[src/rtl/qpms_pkg.sv]
// ----------------------------------------------------------------------------
// qpms_pkg: shared types and constants of the encoder position and speed block
// Field widths, register indexes, reset values and the item types that pass
// between the front end, the queue and the back end.
// ----------------------------------------------------------------------------
`default_nettype none

package qpms_pkg;

  localparam int unsigned RawW       = 20;
  localparam int unsigned AngW       = 24;
  localparam int unsigned IncW       = 21;
  localparam int unsigned SpdW       = 32;
  localparam int unsigned CprW       = 21;
  localparam int unsigned ScaleW     = 32;
  localparam int unsigned OmegaW     = 20;
  localparam int unsigned CountBits  = 20;
  localparam int unsigned WindowDef  = 32;
  localparam int unsigned QueueDepth = 2;
  localparam int unsigned AddrW      = 5;
  localparam int unsigned DataW      = 32;
  localparam int unsigned InDataW    = 24;
  localparam int unsigned OutDataW   = 136;

  localparam logic [2:0] REG_DIR    = 3'd0;
  localparam logic [2:0] REG_OFFSET = 3'd1;
  localparam logic [2:0] REG_CPR    = 3'd2;
  localparam logic [2:0] REG_ANGLE  = 3'd3;
  localparam logic [2:0] REG_SPEED  = 3'd4;
  localparam logic [2:0] REG_OMEGA  = 3'd5;

  localparam logic [CprW-1:0]   CprRst   = CprW'(4096);
  localparam logic [OmegaW-1:0] OmegaRst = OmegaW'(6863);

  typedef struct packed {
    logic            neg;
    logic [RawW-1:0] mag;
  } front_item_t;

  typedef struct packed {
    logic signed [SpdW-1:0] speed_rad;
    logic signed [SpdW-1:0] speed_rpm;
    logic signed [IncW-1:0] count_increment;
    logic [AngW-1:0]        elec_angle;
    logic [RawW-1:0]        abs_count;
  } result_t;

  typedef enum logic [2:0] {
    ST_IDLE,
    ST_MOD,
    ST_ACC,
    ST_RPM,
    ST_RND,
    ST_RAD,
    ST_OUT
  } back_state_e;

endpackage

`default_nettype wire

[src/rtl/qpms_fifo.sv]
// ----------------------------------------------------------------------------
// qpms_fifo: short queue between front and back end
// Holds classified items so that the input side keeps accepting while the
// back end works.
// ----------------------------------------------------------------------------
`default_nettype none

module qpms_fifo import qpms_pkg::*; (
  input  wire logic        clk_i,
  input  wire logic        rst_ni,
  input  wire logic        push_i,
  input  wire front_item_t item_i,
  output      logic        full_o,
  input  wire logic        pop_i,
  output      logic        valid_o,
  output      front_item_t item_o
);

  localparam int unsigned PtrW = (QueueDepth > 1) ? $clog2(QueueDepth) : 1;
  localparam int unsigned CntW = $clog2(QueueDepth + 1);
  localparam logic [PtrW-1:0] PtrLast = PtrW'(QueueDepth - 1);

  front_item_t     mem_q [QueueDepth];
  logic [PtrW-1:0] wr_ptr_q;
  logic [PtrW-1:0] rd_ptr_q;
  logic [CntW-1:0] count_q;
  logic            do_push;
  logic            do_pop;

  assign full_o  = (count_q == CntW'(QueueDepth));
  assign valid_o = (count_q != '0);
  assign item_o  = mem_q[rd_ptr_q];
  assign do_push = push_i && !full_o;
  assign do_pop  = pop_i && valid_o;

  always_ff @(posedge clk_i) begin
    if (do_push) begin
      mem_q[wr_ptr_q] <= item_i;
    end
  end

  always_ff @(posedge clk_i or negedge rst_ni) begin
    if (!rst_ni) begin
      wr_ptr_q <= '0;
      rd_ptr_q <= '0;
      count_q  <= '0;
    end else begin
      if (do_push) begin
        wr_ptr_q <= (wr_ptr_q == PtrLast) ? '0 : wr_ptr_q + 1'b1;
      end
      if (do_pop) begin
        rd_ptr_q <= (rd_ptr_q == PtrLast) ? '0 : rd_ptr_q + 1'b1;
      end
      if (do_push && !do_pop) begin
        count_q <= count_q + 1'b1;
      end else if (do_pop && !do_push) begin
        count_q <= count_q - 1'b1;
      end
    end
  end

endmodule

`default_nettype wire

[config.mk]
export PLATFORM = sky130hd
export DESIGN_NAME = qpms_fifo
export DESIGN_NICKNAME = d
export VERILOG_FILES = /design/src/rtl/qpms_pkg.sv /design/src/rtl/qpms_fifo.sv
export SDC_FILE = /design/constraint.sdc
export NUM_CORES = 1
export LEC_CHECK = 0
export ABC_AREA = 1
export BUFFER_PORTS_ARGS = -buffer_cell sky130_fd_sc_hd__buf_2
export CAP_MARGIN = 20
export CORE_MARGIN = 2
export CORE_UTILIZATION = 50
export DETAILED_ROUTE_END_ITERATION = 8
export GPL_TIMING_DRIVEN = 0
export PLACE_DENSITY = 0.88
export RECOVER_POWER = 50
export SETUP_SLACK_MARGIN = 0.5
export SLEW_MARGIN = 5
export SYNTH_ARGS = -nofsm -noshare
export SYNTH_HDL_FRONTEND = slang
export SYNTH_SLANG_ARGS = --single-unit
[constraint.sdc]
create_clock -name clk_i -period 2.4 [get_ports clk_i]
set_clock_uncertainty 0.2 [all_clocks]
set_input_delay 0.12 -clock clk_i [delete_from_list [all_inputs] [get_ports clk_i]]
set_output_delay 0.12 -clock clk_i [all_outputs]
set_load 0.01 [all_outputs]
==> report_table.html <==
<table>
<tr><th>Metric</th><th>Value</th></tr>
<tr><th colspan="2">Logic synthesis</th></tr>
<tr><td>Total of flip-flops plus latches after synthesis</td><td>between 40 and 50</td></tr>
<tr><td>Number of library cell types mapped by synthesis</td><td>14</td></tr>
<tr><td>Synthesized Nets</td><td>~170</td></tr>
<tr><td>Cell taking the most area after synthesis</td><td>sky130_fd_sc_hd__edfxtp_1</td></tr>
<tr><td>Mean Syn Cell Area</td><td>approximately 12 um^2</td></tr>
<tr><td>Fraction of post-synthesis cell area in the top cell type by area</td><td>0.719</td></tr>
<tr><td>Synth top area cells</td><td>sky130_fd_sc_hd__edfxtp_1 72%, sky130_fd_sc_hd__nand2_1 15%, sky130_fd_sc_hd__dfrtp_1 5.7%</td></tr>
<tr><td>Warnings from Yosys</td><td>0</td></tr>
<tr><td>Post-synth design cell area</td><td>1750 um^2</td></tr>
<tr><td>Seq/Total Area, Yosys</td><td>0.777</td></tr>
<tr><td>Cells after Synth</td><td>141</td></tr>
<tr><th colspan="2">STA</th></tr>
<tr><td>Slew at the pin with the worst max-slew slack</td><td>approximately 0.88 ns</td></tr>
<tr><td>Unrepaired setup endpoints after global routing</td><td>yes</td></tr>
<tr><td>Maximum frequency from static timing analysis</td><td>519 MHz</td></tr>
<tr><td>Period Utilization, post-route</td><td>0.803</td></tr>
<tr><td>Shortest period the worst path allows</td><td>just under 2 ns</td></tr>
<tr><td>Count of endpoints failing hold in the final timing report</td><td>0</td></tr>
<tr><td>Sum of negative setup slack</td><td>0 ns</td></tr>
<tr><td>Final Slew Violations</td><td>0</td></tr>
<tr><td>Max_slew headroom</td><td>0.408</td></tr>
<tr><td>Number of endpoints failing setup at the final stage</td><td>0</td></tr>
<tr><th colspan="2">Global route</th></tr>
<tr><td>Total grt overflow</td><td>0</td></tr>
<tr><td>Total Routing Usage GR</td><td>0.174</td></tr>
<tr><td>Maximum number of pins on one net before global-route repair</td><td>22</td></tr>
<tr><td>Wire length of the first global-routing pass</td><td>~5200 um</td></tr>
<tr><td>Number of antenna violations at the first check in global routing</td><td>0</td></tr>
<tr><td>Via count of the first global-routing pass</td><td>around 1,300</td></tr>
<tr><th colspan="2">Floorplanning</th></tr>
<tr><td>DIE AREA</td><td>roughly 4000 um^2</td></tr>
<tr><td>Cell Rows</td><td>21</td></tr>
<tr><td>Number of top-level pins</td><td>48</td></tr>
<tr><td>Placeable Area</td><td>3360 um^2</td></tr>
<tr><td>Horiz. Die Dim</td><td>63.2 um</td></tr>
<tr><td>Die height</td><td>around 63 um</td></tr>
<tr><td>Starting density of the core</td><td>0.521</td></tr>
<tr><th colspan="2">Hold path</th></tr>
<tr><td>Hold_sp</td><td>push_i</td></tr>
<tr><td>Path class of the lowest-slack min-delay path</td><td>primary input to register</td></tr>
<tr><th colspan="2">Critical path</th></tr>
<tr><td>Critical Path Max Stage Delay</td><td>about 0.44 ns</td></tr>
<tr><td>Startpoint class of the critical path</td><td>register</td></tr>
<tr><td>Worst Setup End Kind</td><td>output port</td></tr>
<tr><td>Data arrival time of the critical path</td><td>about 1.6 ns</td></tr>
<tr><td>Worst setup path category</td><td>register to output port</td></tr>
<tr><td>Cell-by-cell trace of the critical path</td><td>inv_1 -&gt; clkbuf_1 -&gt; nand2_1 -&gt; nand2_1 -&gt; buf_2</td></tr>
<tr><td>CP dominant cell by count</td><td>sky130_fd_sc_hd__nand2_1</td></tr>
<tr><td>Reg2reg start</td><td>count_q[0]</td></tr>
<tr><td>Critical Path Slowest Stage Cell</td><td>sky130_fd_sc_hd__dfrtp_1</td></tr>
<tr><td>Startpoint of the most critical setup path</td><td>rd_ptr_q</td></tr>
<tr><td>Required time at the worst-slack endpoint</td><td>around 2.1 ns</td></tr>
<tr><td>Maximum fanout encountered on the critical timing path</td><td>10</td></tr>
<tr><th colspan="2">Routing</th></tr>
<tr><td>Vias post-DR</td><td>roughly 1,300</td></tr>
<tr><td>DRC viols</td><td>0</td></tr>
<tr><td>Wire length reported by the detailed router</td><td>between 3000 and 4000 um</td></tr>
<tr><td>Total iterations of the first detailed-routing run</td><td>4</td></tr>
<tr><td>Iter 0 DRT Violations</td><td>44</td></tr>
<tr><td>Via-to-Cell Ratio</td><td>4.70</td></tr>
<tr><td>Average wire length per cell after detail routing</td><td>between 10 and 15 um</td></tr>
<tr><td>Count of nets left with antenna violations after detail routing</td><td>0</td></tr>
<tr><th colspan="2">Run status</th></tr>
<tr><td>Status</td><td>finished, final reports clean</td></tr>
<tr><th colspan="2">Finish</th></tr>
<tr><td>Register area</td><td>around 1400 um^2</td></tr>
<tr><td>Post-route core utilization</td><td>0.701</td></tr>
<tr><td>Total Nets Final</td><td>246</td></tr>
<tr><td>Area Growth Syn to Fin</td><td>34.4%</td></tr>
<tr><td>Share of final-layout standard cells stronger than drive strength 1</td><td>0.204</td></tr>
<tr><td># diodes</td><td>0</td></tr>
<tr><td>Top library cells by usage in the layout, fill and taps aside</td><td>73 x sky130_fd_sc_hd__nand2_1, 42 x sky130_fd_sc_hd__edfxtp_1, 32 x sky130_fd_sc_hd__buf_2, 24 x sky130_fd_sc_hd__dlygate4sd3_1, 20 x sky130_fd_sc_hd__clkbuf_1</td></tr>
<tr><td>Number of fill cells in the layout</td><td>247</td></tr>
<tr><td>Most common cell after layout, fill and taps aside</td><td>sky130_fd_sc_hd__nand2_1</td></tr>
<tr><td>Footprint of the multi-input gates</td><td>355 um^2</td></tr>
<tr><th colspan="2">Place</th></tr>
<tr><td>Port Buffer Count</td><td>47</td></tr>
<tr><td>DPL Wire Length</td><td>2010 um</td></tr>
<tr><td>Global placement routability congestion</td><td>roughly 0.73</td></tr>
<tr><th colspan="2">Clock network</th></tr>
<tr><td>Maximum number of buffers from clock root to sink</td><td>2</td></tr>
<tr><td># H-tree levels</td><td>2</td></tr>
<tr><td>Cell chosen for the clock root</td><td>sky130_fd_sc_hd__clkbuf_4</td></tr>
<tr><td>Total CTS buffers</td><td>5</td></tr>
<tr><td>Worst-path clk slew</td><td>~0.12 ns</td></tr>
<tr><td>Post-CTS setup buffers</td><td>0</td></tr>
<tr><td>Clock insertion delay at the later pin of the skew report</td><td>about 0.35 ns</td></tr>
<tr><td>TritonCTS clock tree</td><td>yes</td></tr>
<tr><td>CTS sink count</td><td>46</td></tr>
<tr><th colspan="2">Power and ir drop</th></tr>
<tr><td>Power density of the placed cells</td><td>1070 nW/um^2</td></tr>
<tr><td>Total leakage power</td><td>a little over 1 nW</td></tr>
<tr><td>Max VDD drop</td><td>approximately 650 uV</td></tr>
<tr><th colspan="2">Job</th></tr>
<tr><td>Number of max-cap violations</td><td>0</td></tr>
</table>
==> registers in the layout (all words and copies together), names as in the netlist <==
register  count
wr_ptr_q      1
count_q       2
mem_q        42
rd_ptr_q      1
==> per-layer routing <==
layer | GRT usage | up-vias | wire, um
met2 | 0.332 | 36 | 1770
li1 | - | 623 | -
met5 | 0 | - | 0
met4 | 0.0679 | 0 | 72
met3 | 0.0482 | 7 | 156
met1 | 0.178 | 589 | 1280
==> power breakdown <==
part | internal (mW) | total (mW) | switching (mW) | leakage, nW
clock | 0.221 | 0.435 | 0.214 | 0.0395
sequential | 1.10 | 1.16 | 0.0650 | 0.439
combinational | 0.323 | 0.928 | 0.605 | 0.530
==> cell families after synthesis <==
group,Yosys count,synth area share
AND/OR/NAND/NOR,80,0.180
flip-flops,46,0.777
buffers and inverters,12,0.0286
AO/OA/AOI/OAI,1,0.00285
XOR/XNOR,1,0.00500
adder cells (fa/ha/maj),1,0.00714
==> worst max-delay path: cells and delay by family, from the launching register on <==
| family | cells | cell delay [ns] |
|---|---|---|
| buf+inv | 3 | 0.64 |
| flops | 1 | 0.44 |
| simple gates | 2 | 0.19 |
==> final cells by class <==
class | instances | area share
Sequential cell | 46 | 0.578
Clock inverter | 1 | 0.0127
Buffer | 4 | 0.00743
Tap cell | 46 | 0.0244
Inverter | 8 | 0.0143
Clock buffer | 7 | 0.0191
Multi-Input combinational cell | 84 | 0.151
Timing Repair Buffer | 71 | 0.193
==> through the flow <==
step | hold WS (ns) | instances | total power [mW] | cell area (um^2) | setup slack [ns]
6_report | 0.0158 | 267 | 2.53 | 2360 | 0.473
5_1_grt | 0.0386 | 267 | 2.69 | 2360 | 0.335
2_1_floorplan | -0.376 | 141 | 1.73 | 1760 | 0.633
3_5_place_dp | -0.260 | 234 | 2.08 | 2050 | 0.305
3_3_place_gp | -0.268 | 234 | 2.04 | 2050 | 0.348
4_1_cts | 0.00999 | 266 | 2.55 | 2370 | 0.576
==> Yosys cell counts <==
master                      n
sky130_fd_sc_hd__ha_1       1
sky130_fd_sc_hd__inv_2      2
sky130_fd_sc_hd__buf_2      4
sky130_fd_sc_hd__dfrtp_1    4
sky130_fd_sc_hd__nor2_1     1
sky130_fd_sc_hd__nand2_2    2
sky130_fd_sc_hd__nand2_1   72
sky130_fd_sc_hd__inv_1      6
sky130_fd_sc_hd__nand3_1    2
sky130_fd_sc_hd__edfxtp_1  42
sky130_fd_sc_hd__xnor2_1    1
sky130_fd_sc_hd__nand4_1    1
sky130_fd_sc_hd__nor2_2     2
sky130_fd_sc_hd__o21ai_0    1
==> path summary, 6_finish.rpt <==
check / endpoint / slack, ns / depth (start not counted)
setup reg to reg: mem_q[1][12] / 0.55 / 2
hold reg to reg: count_q[1] / 0.31 / 2
min in group asynchronous: count_q[1] / 0.49 / 3
max in group asynchronous: wr_ptr_q / 1.31 / 3
hold / removal: wr_ptr_q / 0.02 / 5
setup / recovery: item_o[16] / 0.47 / 5
==> repair_timing <==
action	4_1_cts	5_1_grt
gates resized for setup	2	1
hold endpoints to repair	47	0
setup endpoints to repair	42	21
hold buffers	24	0
gates cloned	0	1
(Power assumes the default switching activity.)
