File: src/rtl/qpms_pkg.sv
// ----------------------------------------------------------------------------
// qpms_pkg: shared types and constants of the encoder position and speed block
// Field widths, register indexes, reset values and the item types that pass
// between the front end, the queue and the back end.
// ----------------------------------------------------------------------------
`default_nettype none

package qpms_pkg;

  localparam int unsigned RawW       = 20;
  localparam int unsigned AngW       = 24;
  localparam int unsigned IncW       = 21;
  localparam int unsigned SpdW       = 32;
  localparam int unsigned CprW       = 21;
  localparam int unsigned ScaleW     = 32;
  localparam int unsigned OmegaW     = 20;
  localparam int unsigned CountBits  = 20;
  localparam int unsigned WindowDef  = 32;
  localparam int unsigned QueueDepth = 2;
  localparam int unsigned AddrW      = 5;
  localparam int unsigned DataW      = 32;
  localparam int unsigned InDataW    = 24;
  localparam int unsigned OutDataW   = 136;

  localparam logic [2:0] REG_DIR    = 3'd0;
  localparam logic [2:0] REG_OFFSET = 3'd1;
  localparam logic [2:0] REG_CPR    = 3'd2;
  localparam logic [2:0] REG_ANGLE  = 3'd3;
  localparam logic [2:0] REG_SPEED  = 3'd4;
  localparam logic [2:0] REG_OMEGA  = 3'd5;

  localparam logic [CprW-1:0]   CprRst   = CprW'(4096);
  localparam logic [OmegaW-1:0] OmegaRst = OmegaW'(6863);

  typedef struct packed {
    logic            neg;
    logic [RawW-1:0] mag;
  } front_item_t;

  typedef struct packed {
    logic signed [SpdW-1:0] speed_rad;
    logic signed [SpdW-1:0] speed_rpm;
    logic signed [IncW-1:0] count_increment;
    logic [AngW-1:0]        elec_angle;
    logic [RawW-1:0]        abs_count;
  } result_t;

  typedef enum logic [2:0] {
    ST_IDLE,
    ST_MOD,
    ST_ACC,
    ST_RPM,
    ST_RND,
    ST_RAD,
    ST_OUT
  } back_state_e;

endpackage

`default_nettype wire

File: src/rtl/qpms_front.sv
// ----------------------------------------------------------------------------
// qpms_front: input stage
// Takes a raw position sample, removes the index offset, applies the count
// direction and splits the corrected count into sign and magnitude.
// ----------------------------------------------------------------------------
`default_nettype none

module qpms_front import qpms_pkg::*; (
  input  wire logic               s_axis_tvalid_i,
  output      logic               s_axis_tready_o,
  input  wire logic [RawW-1:0]    raw_count_i,
  input  wire logic               count_direction_i,
  input  wire logic [RawW-1:0]    position_offset_i,
  input  wire logic               queue_full_i,
  output      logic               push_o,
  output      front_item_t        item_o
);

  logic signed [RawW:0] diff;
  logic signed [RawW:0] diff_abs;

  always_comb begin
    diff     = $signed({1'b0, raw_count_i}) - $signed({1'b0, position_offset_i});
    diff_abs = diff[RawW] ? -diff : diff;
    item_o.mag = diff_abs[RawW-1:0];
    item_o.neg = diff[RawW] ^ count_direction_i;
  end

  assign s_axis_tready_o = !queue_full_i;
  assign push_o          = s_axis_tvalid_i && !queue_full_i;

endmodule

`default_nettype wire

File: config.mk
export PLATFORM = sky130hd
export DESIGN_NAME = qpms_front
export DESIGN_NICKNAME = d
export VERILOG_FILES = /design/src/rtl/qpms_pkg.sv /design/src/rtl/qpms_front.sv
export SDC_FILE = /design/constraint.sdc
export NUM_CORES = 1
export LEC_CHECK = 0
export ABC_AREA = 1
export BUFFER_PORTS_ARGS = -buffer_cell sky130_fd_sc_hd__buf_2
export CAP_MARGIN = 15
export CELL_PAD_IN_SITES_DETAIL_PLACEMENT = 0
export CELL_PAD_IN_SITES_GLOBAL_PLACEMENT = 1
export CORE_AREA = 2 2 77 79
export DETAILED_ROUTE_END_ITERATION = 7
export DIE_AREA = 0 0 79 81
export GPL_ROUTABILITY_DRIVEN = 0
export GPL_TIMING_DRIVEN = 0
export PLACE_DENSITY = 0.87
export SLEW_MARGIN = 20
export SYNTH_ARGS = -nofsm -noshare
export SYNTH_HDL_FRONTEND = slang
export SYNTH_SLANG_ARGS = --single-unit
File: constraint.sdc
create_clock -name vclk -period 3.91
set_clock_uncertainty 0.1 [all_clocks]
set_input_delay 0.391 -clock vclk [all_inputs]
set_output_delay 0.391 -clock vclk [all_outputs]
set_load 0.05 [all_outputs]
==> results of run 1 <==
[metal layers]
layer  wire, um  vias to the layer above  track usage [%]
li1           -                     1344                -
met1       2460                     1019             21.2
met2       2240                       51             28.8
met3        215                        2            0.444
met4         21                        0             1.21
met5          0                        -                0
[synth_stat cells (all sizes together)]
cell    count
nand3b      7
nor4        1
o21ai       6
xor2        7
o21bai      1
inv        81
a21oi      18
fa          1
ha         21
nor2       34
nand4      11
o311ai      1
xnor2       4
and2        1
buf         4
nand3      36
nand2     153
clkinv      1
nor3        1
o211ai      1
[how the worst max path moves through the flow]
stage	from	endpoint	slack (ns)
3_5_place_dp	raw_count_i[0]	item_o[18]	0.58
4_1_cts	raw_count_i[0]	item_o[19]	0.56
3_3_place_gp	raw_count_i[0]	item_o[19]	0.61
6_report	raw_count_i[0]	item_o[19]	0.59
5_1_grt	raw_count_i[0]	item_o[19]	0.24
2_1_floorplan	raw_count_i[0]	item_o[12]	0.60
[logic make-up (layout without fill, tap and decap cells)]
| group | count (synthesis) | in the layout | synth area share, % |
|---|---|---|---|
| compound gates | 27 | 27 | 8.12 |
| buf+inv | 86 | 152 | 17.6 |
| xor+xnor | 11 | 11 | 4.81 |
| simple gates | 244 | 244 | 55.3 |
| fa+ha+maj | 22 | 22 | 14.1 |
[critical path, delay by kind of cell]
family                   cells  cell delay, ns
AND/OR/NAND/NOR             13            1.35
buffers and inverters        4            0.47
adder cells (fa/ha/maj)      2            0.62
[cell usage in the layout (no fill, tap or decap), types with 2 or more instances in the layout]
master | netlist | final
buf_2 | 0 | 66
nand3_1 | 31 | 31
inv_1 | 80 | 80
buf_6 | 4 | 4
nand2_1 | 139 | 139
o21ai_0 | 5 | 5
ha_1 | 21 | 21
nand3_2 | 5 | 5
nand4_1 | 11 | 11
xnor2_1 | 4 | 4
a21oi_2 | 2 | 2
xor2_1 | 7 | 7
nor2_1 | 25 | 25
a21oi_1 | 15 | 15
nand3b_1 | 7 | 7
nor2_2 | 8 | 8
nand2_2 | 14 | 14
[per-stage QoR]
| step | instance area, um2 | std cells |
|---|---|---|
| floorplan | 2000 | 390 |
| global placement | 2430 | 531 |
| detailed placement | 2430 | 531 |
| CTS | 2430 | 531 |
| global route | 2430 | 531 |
| finish | 2430 | 531 |
[power by group]
| part | switching [W] | internal [W] | total, W | leakage [nW] |
|---|---|---|---|---|
| Combinational | 0.000453 | 0.000181 | 0.000634 | 1.54 |
| Clock | 0 | 0 | 0 | 0 |
| Sequential | 0 | 0 | 0 | 0 |
| Total | 0.000453 | 0.000181 | 0.000634 | 1.54 |
[area by class of cell]
cell class	instances	area [um2]
tap	75	93.8
buffer	4	45.0
timing repair buffer	66	330
fill	681	3250
multi-input combinational	304	1650
inverter	82	308
==> impl_results.md, run 1 <==
- Max Slew Vio Count: 0
- Sequential share of the synthesized area: 0%
- Synth area leader: nand2_1
- Drt first pass iters: 5
- Post-layout util: about 43%
- Max transition margin: roughly three quarters
- First-pass GRT wire length: ~8500 um
- MaxCap Viol Count: 0
- Fin Hold WS: roughly 1 ns
- Worst Path Arrival: between 2 and 3 ns
- Period minus WS final: ~3.3 ns
- Setup TNS: 0 ns
- Share of cells above drive strength 1: around 22%
- Vias in the first global route: between 2000 and 2500
- Least-Margin Pin Slew: ~0.35 ns
- Mapped Avg Cell Area: roughly 5.1 um2
- Gr usage total: around 16%
- Synth top area cells: nand2_1, inv_1, ha_1
- Final ANT Viol Nets: 0
- Sequential cell count: 0
- GR Overflow Total: 0
- Initial Util: 35.3%
- Peak Freq: 301 MHz
- Seq. cell area: 0 um2
- Post_cts resized: 0
- Final setup vio count: 0
- WP data required: roughly 3.4 ns
- Syn Inst Count: 390
- CP endpoint kind: output pin
- Syn. warnings: 0
- IO buf count: 66
- Final period util: a little over four fifths
- Pre-CTS setup slack: approximately 0.58 ns
- Die area: 6400 um2
- CP dominant cell by count: nand2_1
- Outcome: complete, no violations
- Initial antenna violation count: 0
- Max stage delay cell, worst path: fa_1
- Die Wd: 79 um
- Fin nets: around 520
- Critical Path Fanout Max: 5
- RSZ-0062 raised after global routing: no
- Worst Hold End: s_axis_tready_o
- Syn-to-layout area delta: 21.2%
- DP Wirelength: around 4500 um
- Drt drc: 0
- Type of origin of the critical path: input pin
- Final worst slack: 0.588 ns
- Row count: 28
- Leakage: 1.54 nW
- WS Path Type: in -> out
- Largest net degree at the start of global routing: 11
- # Post-CTS Setup Buffers: 0
- Slowest stage delay, CP: 0.48 ns
- Final Hold Fails: 0
- Distinct cells, synth: 28
- Cell area after synthesis: 2000 um2
- Overall power: 0.000634 W
- Min-Delay Path Depth: 3
- Final WL: a little under 5000 um
- DR WL/cell: around 9.3 um
- CP Cell Sequence: buf_2 > inv_1 > ha_1 > inv_1 > fa_1 > nand3_1 > nand3_2 > nand2_1 > nand2_1 > nor2_2 > nand3_2 > nor2_4 > nand3_2 > nor2_1 > nand2_1 > nand2_1 > nand2_1 > nand2_1 > buf_2
- Hold Path Origin: queue_full_i
- Hold_buf cts: 0
- Clock buffers: 0
- Top Ports: 66
- Routed vias/inst: 4.55
- Hold Path Class: in -> out
- P per Cell Area: 261 nW/um2
- # diodes: 0
- Peak VDD IR: around 0.00013 V
- Vias: 2416
- Core footprint: roughly 5700 um2
- Height of the chip: approximately 81 um
- Initial DRC count: 66
- Yosys top cell area share: a little over a quarter
- Syn Nets: 455
(Power assumes the default switching activity.)
==> run 2: changes to the inputs <==
--- a/config.mk
+++ b/config.mk
@@ -10,12 +10,12 @@
 export CAP_MARGIN = 15
 export CELL_PAD_IN_SITES_DETAIL_PLACEMENT = 0
 export CELL_PAD_IN_SITES_GLOBAL_PLACEMENT = 1
-export CORE_AREA = 2 2 77 79
+export CORE_AREA = 2 2 84 86
 export DETAILED_ROUTE_END_ITERATION = 7
-export DIE_AREA = 0 0 79 81
+export DIE_AREA = 0 0 86 88
 export GPL_ROUTABILITY_DRIVEN = 0
 export GPL_TIMING_DRIVEN = 0
-export PLACE_DENSITY = 0.87
+export PLACE_DENSITY = 0.77
 export SLEW_MARGIN = 20
 export SYNTH_ARGS = -nofsm -noshare
 export SYNTH_HDL_FRONTEND = slang
==> constraint.sdc (replaced) <==
create_clock -name vclk -period 2.8
set_clock_uncertainty 0.1 [all_clocks]
set_input_delay 0.28 -clock vclk [all_inputs]
set_output_delay 0.28 -clock vclk [all_outputs]
set_load 0.05 [all_outputs]
==> run 2 against run 1 <==
  * The run now ends with negative setup slack left
  * Setup slack lost 0.64 ns
  * Utilization grew 1.7 points
  * Sequential cell count is the same
  * Global-route usage shrank 1.1 points
  * Sequential share of layout area is the same
  * Non-clock buffer count grew 13
  * Hold slack lost 0.22 ns
  * Cell count grew 3.4%
  * First-iteration DRC count shrank 30%
  * Via count grew 2.6%
  * Critical endpoint unchanged
  * Highest routed layer unchanged
==> impl_results.md, run 2 (synthesis results as in run 1) <==
- GR Overflow Total: 0 (unchanged)
- Inst Count DP: 536 (was 531)
- Type of origin of the critical path: input pin (unchanged)
- Final ANT Viol Nets: 0 (unchanged)
- Sequential cell count: 0 (unchanged)
- Final WL: 5600 um (was 4940 um)
- IO buf count: 66 (unchanged)
- Multi-input logic area: 1950 um2 (was 1650 um2)
- Outcome: finished, violations left (was complete, no violations)
- Max transition margin: 80.4% (was 76.1%)
- Critical Path Fanout Max: 5 (unchanged)
- Top Ports: 66 (unchanged)
- Max Slew Vio Count: 0 (unchanged)
- Gr busiest metal: met2 (unchanged)
- Clock buffers: 0 (unchanged)
- MaxCap Viol Count: 0 (unchanged)
- Setup TNS: -0.213 ns (was 0 ns)
- Hold Path Class: in -> out (unchanged)
- Share of cells above drive strength 1: 37.3% (was 22.4%)
- Row count: 30 (was 28)
- WP data required: 2.42 ns (was 3.42 ns)
- P per Cell Area: 371 nW/um2 (was 261 nW/um2)
- Peak VDD IR: 0.000106 V (was 0.000128 V)
- Commonest non-fill, non-tap cell in the layout: nand2_1 (unchanged)
- GR Layer Usage met1: 19.9% (was 21.2%)
- Final setup vio count: 6 (was 0)
- Die area: 7570 um2 (was 6400 um2)
- Vias: 2480 (was 2416)
- Syn-to-layout area delta: 47.3% (was 21.2%)
- Final Hold Fails: 0 (unchanged)
- Core footprint: 6640 um2 (was 5680 um2)
- RSZ-0062 raised after global routing: yes (was no)
- # diodes: 0 (unchanged)
- DP Wirelength: 4690 um (was 4460 um)
- Vias in the first global route: 2273 (was 2112)
- Least-Margin Pin Slew: 0.290 ns (was 0.354 ns)
- Fin Hold WS: 0.775 ns (was 0.995 ns)
- M3 GR Usage: 0.471% (was 0.444%)
- Post-layout util: 44.4% (was 42.8%)
- Height of the chip: 88 um (was 81 um)
- M2 GR Usage: 26.2% (was 28.8%)
- Drt first pass iters: 4 (was 5)
- DR WL/cell: 10.2 um (was 9.30 um)
- Fin cells: 549 (was 531)
- Period minus WS final: 2.85 ns
- Initial DRC count: 46 (was 66)
- Initial antenna violation count: 0 (unchanged)
- WS Path Type: in -> out (unchanged)
- Final worst slack: -0.0529 ns (was 0.588 ns)
- Initial Util: 30.2% (was 35.3%)
- Final period util: 102%
- Most frequent cells in the layout: nand2_1, inv_1, buf_2, nand2_2, nand3_1 (was nand2_1, inv_1, buf_2, nand3_1, nor2_1)
- Hold_buf cts: 0 (unchanged)
- Seq. cell area: 0 um2 (unchanged)
- First-pass GRT wire length: 9400 um (was 8530 um)
- Failing checks: negative setup slack
- Drt drc: 0 (unchanged)
- Worst Path Arrival: 2.47 ns (was 2.83 ns)
- Largest net degree at the start of global routing: 11 (unchanged)
- Routed vias/inst: 4.52 (was 4.55)
- Gr usage total: 14.5% (was 15.6%)
- CP endpoint kind: output pin (unchanged)
- Peak Freq: between 300 and 400 MHz
- Fin nets: 536 (was 523)
- Die Wd: 86 um (was 79 um)
- Leakage: 1.67 nW (was 1.54 nW)
- # fillers: 753 (was 681)
## run 2: cell types whose count changed in the layout (fill, tap and decap cells not counted), moves of 5 or more
| cell | before | now |
|---|---|---|
| nand2_2 | 14 | 34 |
| buf_2 | 66 | 47 |
| buf_6 | 4 | 15 |
| nor2_1 | 25 | 19 |
| ha_2 | 0 | 6 |
| inv_1 | 80 | 75 |
| ha_4 | 0 | 8 |
| buf_4 | 0 | 17 |
| ha_1 | 21 | 7 |
| nand2_1 | 139 | 119 |
## run 2: stage by stage
stage	setup WS, ns	power [W]	area [um2]
floorplan	-0.0460	0.000735	2070
global placement	-0.326	0.000920	2500
detailed placement	-0.330	0.000926	2500
CTS	-0.109	0.00101	2680
global route	-0.259	0.00119	2950
finish	-0.0529	0.00109	2950
## run 2: path summary, 6_finish.rpt
path,startpoint,to,depth (start not counted),slack [ns]
setup / recovery,raw_count_i[0],item_o[19],20,-0.05
hold / removal,queue_full_i,s_axis_tready_o,3,0.78
## run 2: layer usage
metal / vias up / share of wire [%]
met2: 40 / 47
met3: 4 / 2.9
met4: 0 / 0.75
li1: 1368 / -
met1: 1068 / 49
met5: - / 0
## run 2: critical path: stages
cell and delay (ns):
buf_6 0.07, inv_4 0.03, ha_4 0.15, inv_4 0.05
fa_2 0.43, inv_2 0.10, buf_4 0.11, nand2_1 0.05
nor2_2 0.09, nand3_1 0.09, nor2_2 0.15, nand3_2 0.11
nor2_4 0.17, nand3_4 0.13, nor2_4 0.10, nand2_2 0.06
nand2_1 0.05, nand2_1 0.04, nand2_1 0.06, buf_6 0.15
## run 2: cell type report
class	count	share of cell area, %
inverter	82	10.6
buffer	4	1.53
timing repair buffer	79	18.3
multi-input combinational	304	66.2
tap	80	3.39
## run 2: report_power, final
group,leakage [nW],internal [W],total (W),switching (W)
clock network,0,0,0,0
logic,1.67,0.000389,0.00109,0.000705
registers,0,0,0,0
total,1.67,0.000389,0.00109,0.000705
## run 2: repair_timing
action	CTS	global route
buffers inserted	8	3
setup endpoints to repair	11	20
pin swaps	11	22
cloned	0	2
gates resized for setup	37	72
==> run 3: changes to the inputs <==
--- a/config.mk
+++ b/config.mk
@@ -6,7 +6,7 @@
 export NUM_CORES = 1
 export LEC_CHECK = 0
 export ABC_AREA = 1
-export BUFFER_PORTS_ARGS = -buffer_cell sky130_fd_sc_hd__buf_2
+export BUFFER_PORTS_ARGS = -buffer_cell sky130_fd_sc_hd__buf_4
 export CAP_MARGIN = 15
 export CELL_PAD_IN_SITES_DETAIL_PLACEMENT = 0
 export CELL_PAD_IN_SITES_GLOBAL_PLACEMENT = 1
==> constraint.sdc (replaced) <==
create_clock -name vclk -period 2.8
set_clock_uncertainty 0.1 [all_clocks]
set_input_delay 0.28 -clock vclk [all_inputs]
set_output_delay 0.28 -clock vclk [all_outputs]
set_load 0.1 [all_outputs]
==> run 3 against run 2 <==
  * Maximum frequency down 2.3%
  * Final area up 20%
  * The flow still finishes with violations (negative setup slack)
  * Non-clock buffer count up 6
  * Largest cell class unchanged
  * Critical path type unchanged
  * Hold slack better by 0.017 ns
  * Highest routed layer unchanged
==> impl_results.md, run 3 (synthesis results as in run 1) <==
- IO buf count: 66 (unchanged)
- Syn-to-layout area delta: 76.3% (was 47.3%)
- Pre-CTS setup slack: -0.360 ns (was -0.330 ns)
- Period minus WS final: 2.92 ns (was 2.85 ns)
- Die area: 7570 um2 (unchanged)
- Top Ports: 66 (unchanged)
- GR Overflow Total: 0 (unchanged)
- First-pass GRT wire length: 9590 um (was 9400 um)
- Peak VDD IR: 0.000192 V (was 0.000106 V)
- DP Wirelength: 4910 um (was 4690 um)
- Fin cells: 555 (was 549)
- Max stage delay cell, worst path: fa_2 (unchanged)
- RSZ-0062 raised after global routing: yes (unchanged)
- WP data required: 2.42 ns (about the same)
- Critical Path Fanout Max: 4 (was 5)
- DR WL/cell: 11.0 um (was 10.2 um)
- Drt drc: 0 (unchanged)
- # diodes: 0 (unchanged)
- Worst Path Arrival: 2.54 ns (was 2.47 ns)
- Least-Margin Pin Slew: 0.325 ns (was 0.290 ns)
- Seq. cell area: 0 um2 (unchanged)
- Crit path buf inv count: 6 (unchanged)
- WS Path Type: in -> out (unchanged)
- Drt first pass iters: 4 (unchanged)
- CP endpoint kind: output pin (unchanged)
- Leakage: 1.82 nW (was 1.67 nW)
- Final WL: 6110 um (was 5600 um)
- Hold Path Class: in -> out (unchanged)
- Multi-input logic area: 2180 um2 (was 1950 um2)
- Vias: 2586 (was 2480)
- Failing checks: negative setup slack (unchanged)
- Peak Freq: 342 MHz (was 351 MHz)
- MaxCap Viol Count: 0 (unchanged)
- Initial Util: 30.2% (unchanged)
- Hold Path Origin: count_direction_i (was queue_full_i)
- P per Cell Area: 484 nW/um2 (was 371 nW/um2)
- Max transition margin: 78.0% (was 80.4%)
- Largest net degree at the start of global routing: 11 (unchanged)
- Worst Hold End: item_o[20] (was s_axis_tready_o)
- Final ANT Viol Nets: 0 (unchanged)
- Min-Delay Path Depth: 3 (unchanged)
- Initial antenna violation count: 0 (unchanged)
- Core footprint: 6640 um2 (unchanged)
- Final setup vio count: 12 (was 6)
- # fillers: 666 (was 753)
- Gr usage total: 14.9% (was 14.5%)
- Routed vias/inst: 4.66 (was 4.52)
- Inst Count DP: 536 (unchanged)
- Overall power: 0.00171 W (was 0.00109 W)
- Most frequent cells in the layout: nand2_1, inv_1, buf_4, nand2_2, nand3_1 (was nand2_1, inv_1, buf_2, nand2_2, nand3_1)
- Outcome: finished, violations left (unchanged)
- Clock buffers: 0 (unchanged)
- Row count: 30 (unchanged)
- Hold_buf cts: 0 (unchanged)
- Final worst slack: -0.121 ns (was -0.0529 ns)
- Final Hold Fails: 0 (unchanged)
- Die Wd: 86 um (unchanged)
- Type of origin of the critical path: input pin (unchanged)
- Fin Hold WS: 0.792 ns (was 0.775 ns)
- Max Slew Vio Count: 0 (unchanged)
- Final period util: 104% (was 102%)
- CP Cell Sequence: buf_8 > inv_12 > ha_4 > inv_4 > fa_2 > inv_2 > ha_4 > inv_2 > nor2_1 > nand3_1 > nor2_2 > nand3_1 > nor2_2 > nand3_4 > nor2_1 > nand2_1 > nand2_1 > nand2_2 > nand2_4 > buf_12 (was buf_6 > inv_4 > ha_4 > inv_4 > fa_2 > inv_2 > buf_4 > nand2_1 > nor2_2 > nand3_1 > nor2_2 > nand3_2 > nor2_4 > nand3_4 > nor2_4 > nand2_2 > nand2_1 > nand2_1 > nand2_1 > buf_6)
- Share of cells above drive strength 1: 44.6% (was 37.3%)
- Sequential cell count: 0 (unchanged)
- Height of the chip: 88 um (unchanged)
- Slowest stage delay, CP: 0.42 ns (was 0.43 ns)
- Initial DRC count: 95 (was 46)
- Commonest non-fill, non-tap cell in the layout: nand2_1 (unchanged)
- Vias in the first global route: 2236 (was 2273)
- Worst path top cell family by delay: simple AND/OR/NAND/NOR gates (unchanged)
- Fin nets: 542 (was 536)
==> run 3: layout make-up <==
| type | count | share of cell area (%) |
|---|---|---|
| repair buffers | 85 | 24.7 |
| well taps | 80 | 2.83 |
| plain buffers | 4 | 1.28 |
| inverters | 82 | 9.46 |
| multi-input cells | 304 | 61.7 |
==> run 3: how the worst max path moves through the flow <==
stage | startpoint | to | slack, ns | cells past startpoint
6_report | raw_count_i[0] | item_o[16] | -0.12 | 20
5_1_grt | raw_count_i[0] | item_o[19] | -0.28 | 20
4_1_cts | raw_count_i[0] | item_o[18] | -0.11 | 20
3_5_place_dp | raw_count_i[0] | item_o[18] | -0.36 | 19
3_3_place_gp | raw_count_i[0] | item_o[18] | -0.35 | 19
2_1_floorplan | position_offset_i[3] | item_o[4] | -0.18 | 16
==> run 3: report_power, final <==
| group | leakage, nW | total, W | switching [W] | internal, W |
|---|---|---|---|---|
| registers | 0 | 0 | 0 | 0 |
| logic | 1.82 | 0.00171 | 0.00110 | 0.000605 |
| clock network | 0 | 0 | 0 | 0 |
==> run 3: metal layers <==
| metal | vias up | share of wire [%] | GRT usage, % | wire (um) |
|---|---|---|---|---|
| met2 | 43 | 51 | 26.6 | 3130 |
| li1 | 1381 | - | - | - |
| met3 | 2 | 2.1 | 0.189 | 131 |
| met5 | - | 0 | 0 | 0 |
| met1 | 1160 | 46 | 21.1 | 2830 |
| met4 | 0 | 0.29 | 1.01 | 18 |
==> run 3: per-stage QoR <==
| stage | instance area [um2] | utilization [%] | TNS (ns) |
|---|---|---|---|
| 2_1_floorplan | 2210 | - | -1.02 |
| 3_3_place_gp | 2800 | 42.2 | -3.15 |
| 3_5_place_dp | 2800 | 42.2 | -3.39 |
| 4_1_cts | 3080 | 46.3 | -0.453 |
| 5_1_grt | 3530 | 53.1 | -3.04 |
| 6_report | 3530 | 53.1 | -0.842 |
==> run 3: tightest hold or removal path, delay by kind of cell <==
kind	cells	cell delay (ns)
buffers and inverters	2	0.25
xor gates and xnor gates	1	0.08
==> run 3: repair_timing <==
item                                    CTS  global route
gates resized for setup                  59            91
endpoints found under the setup margin   18            20
setup buffers                             6            10
pin swaps                                12            34
cloned                                    0             3
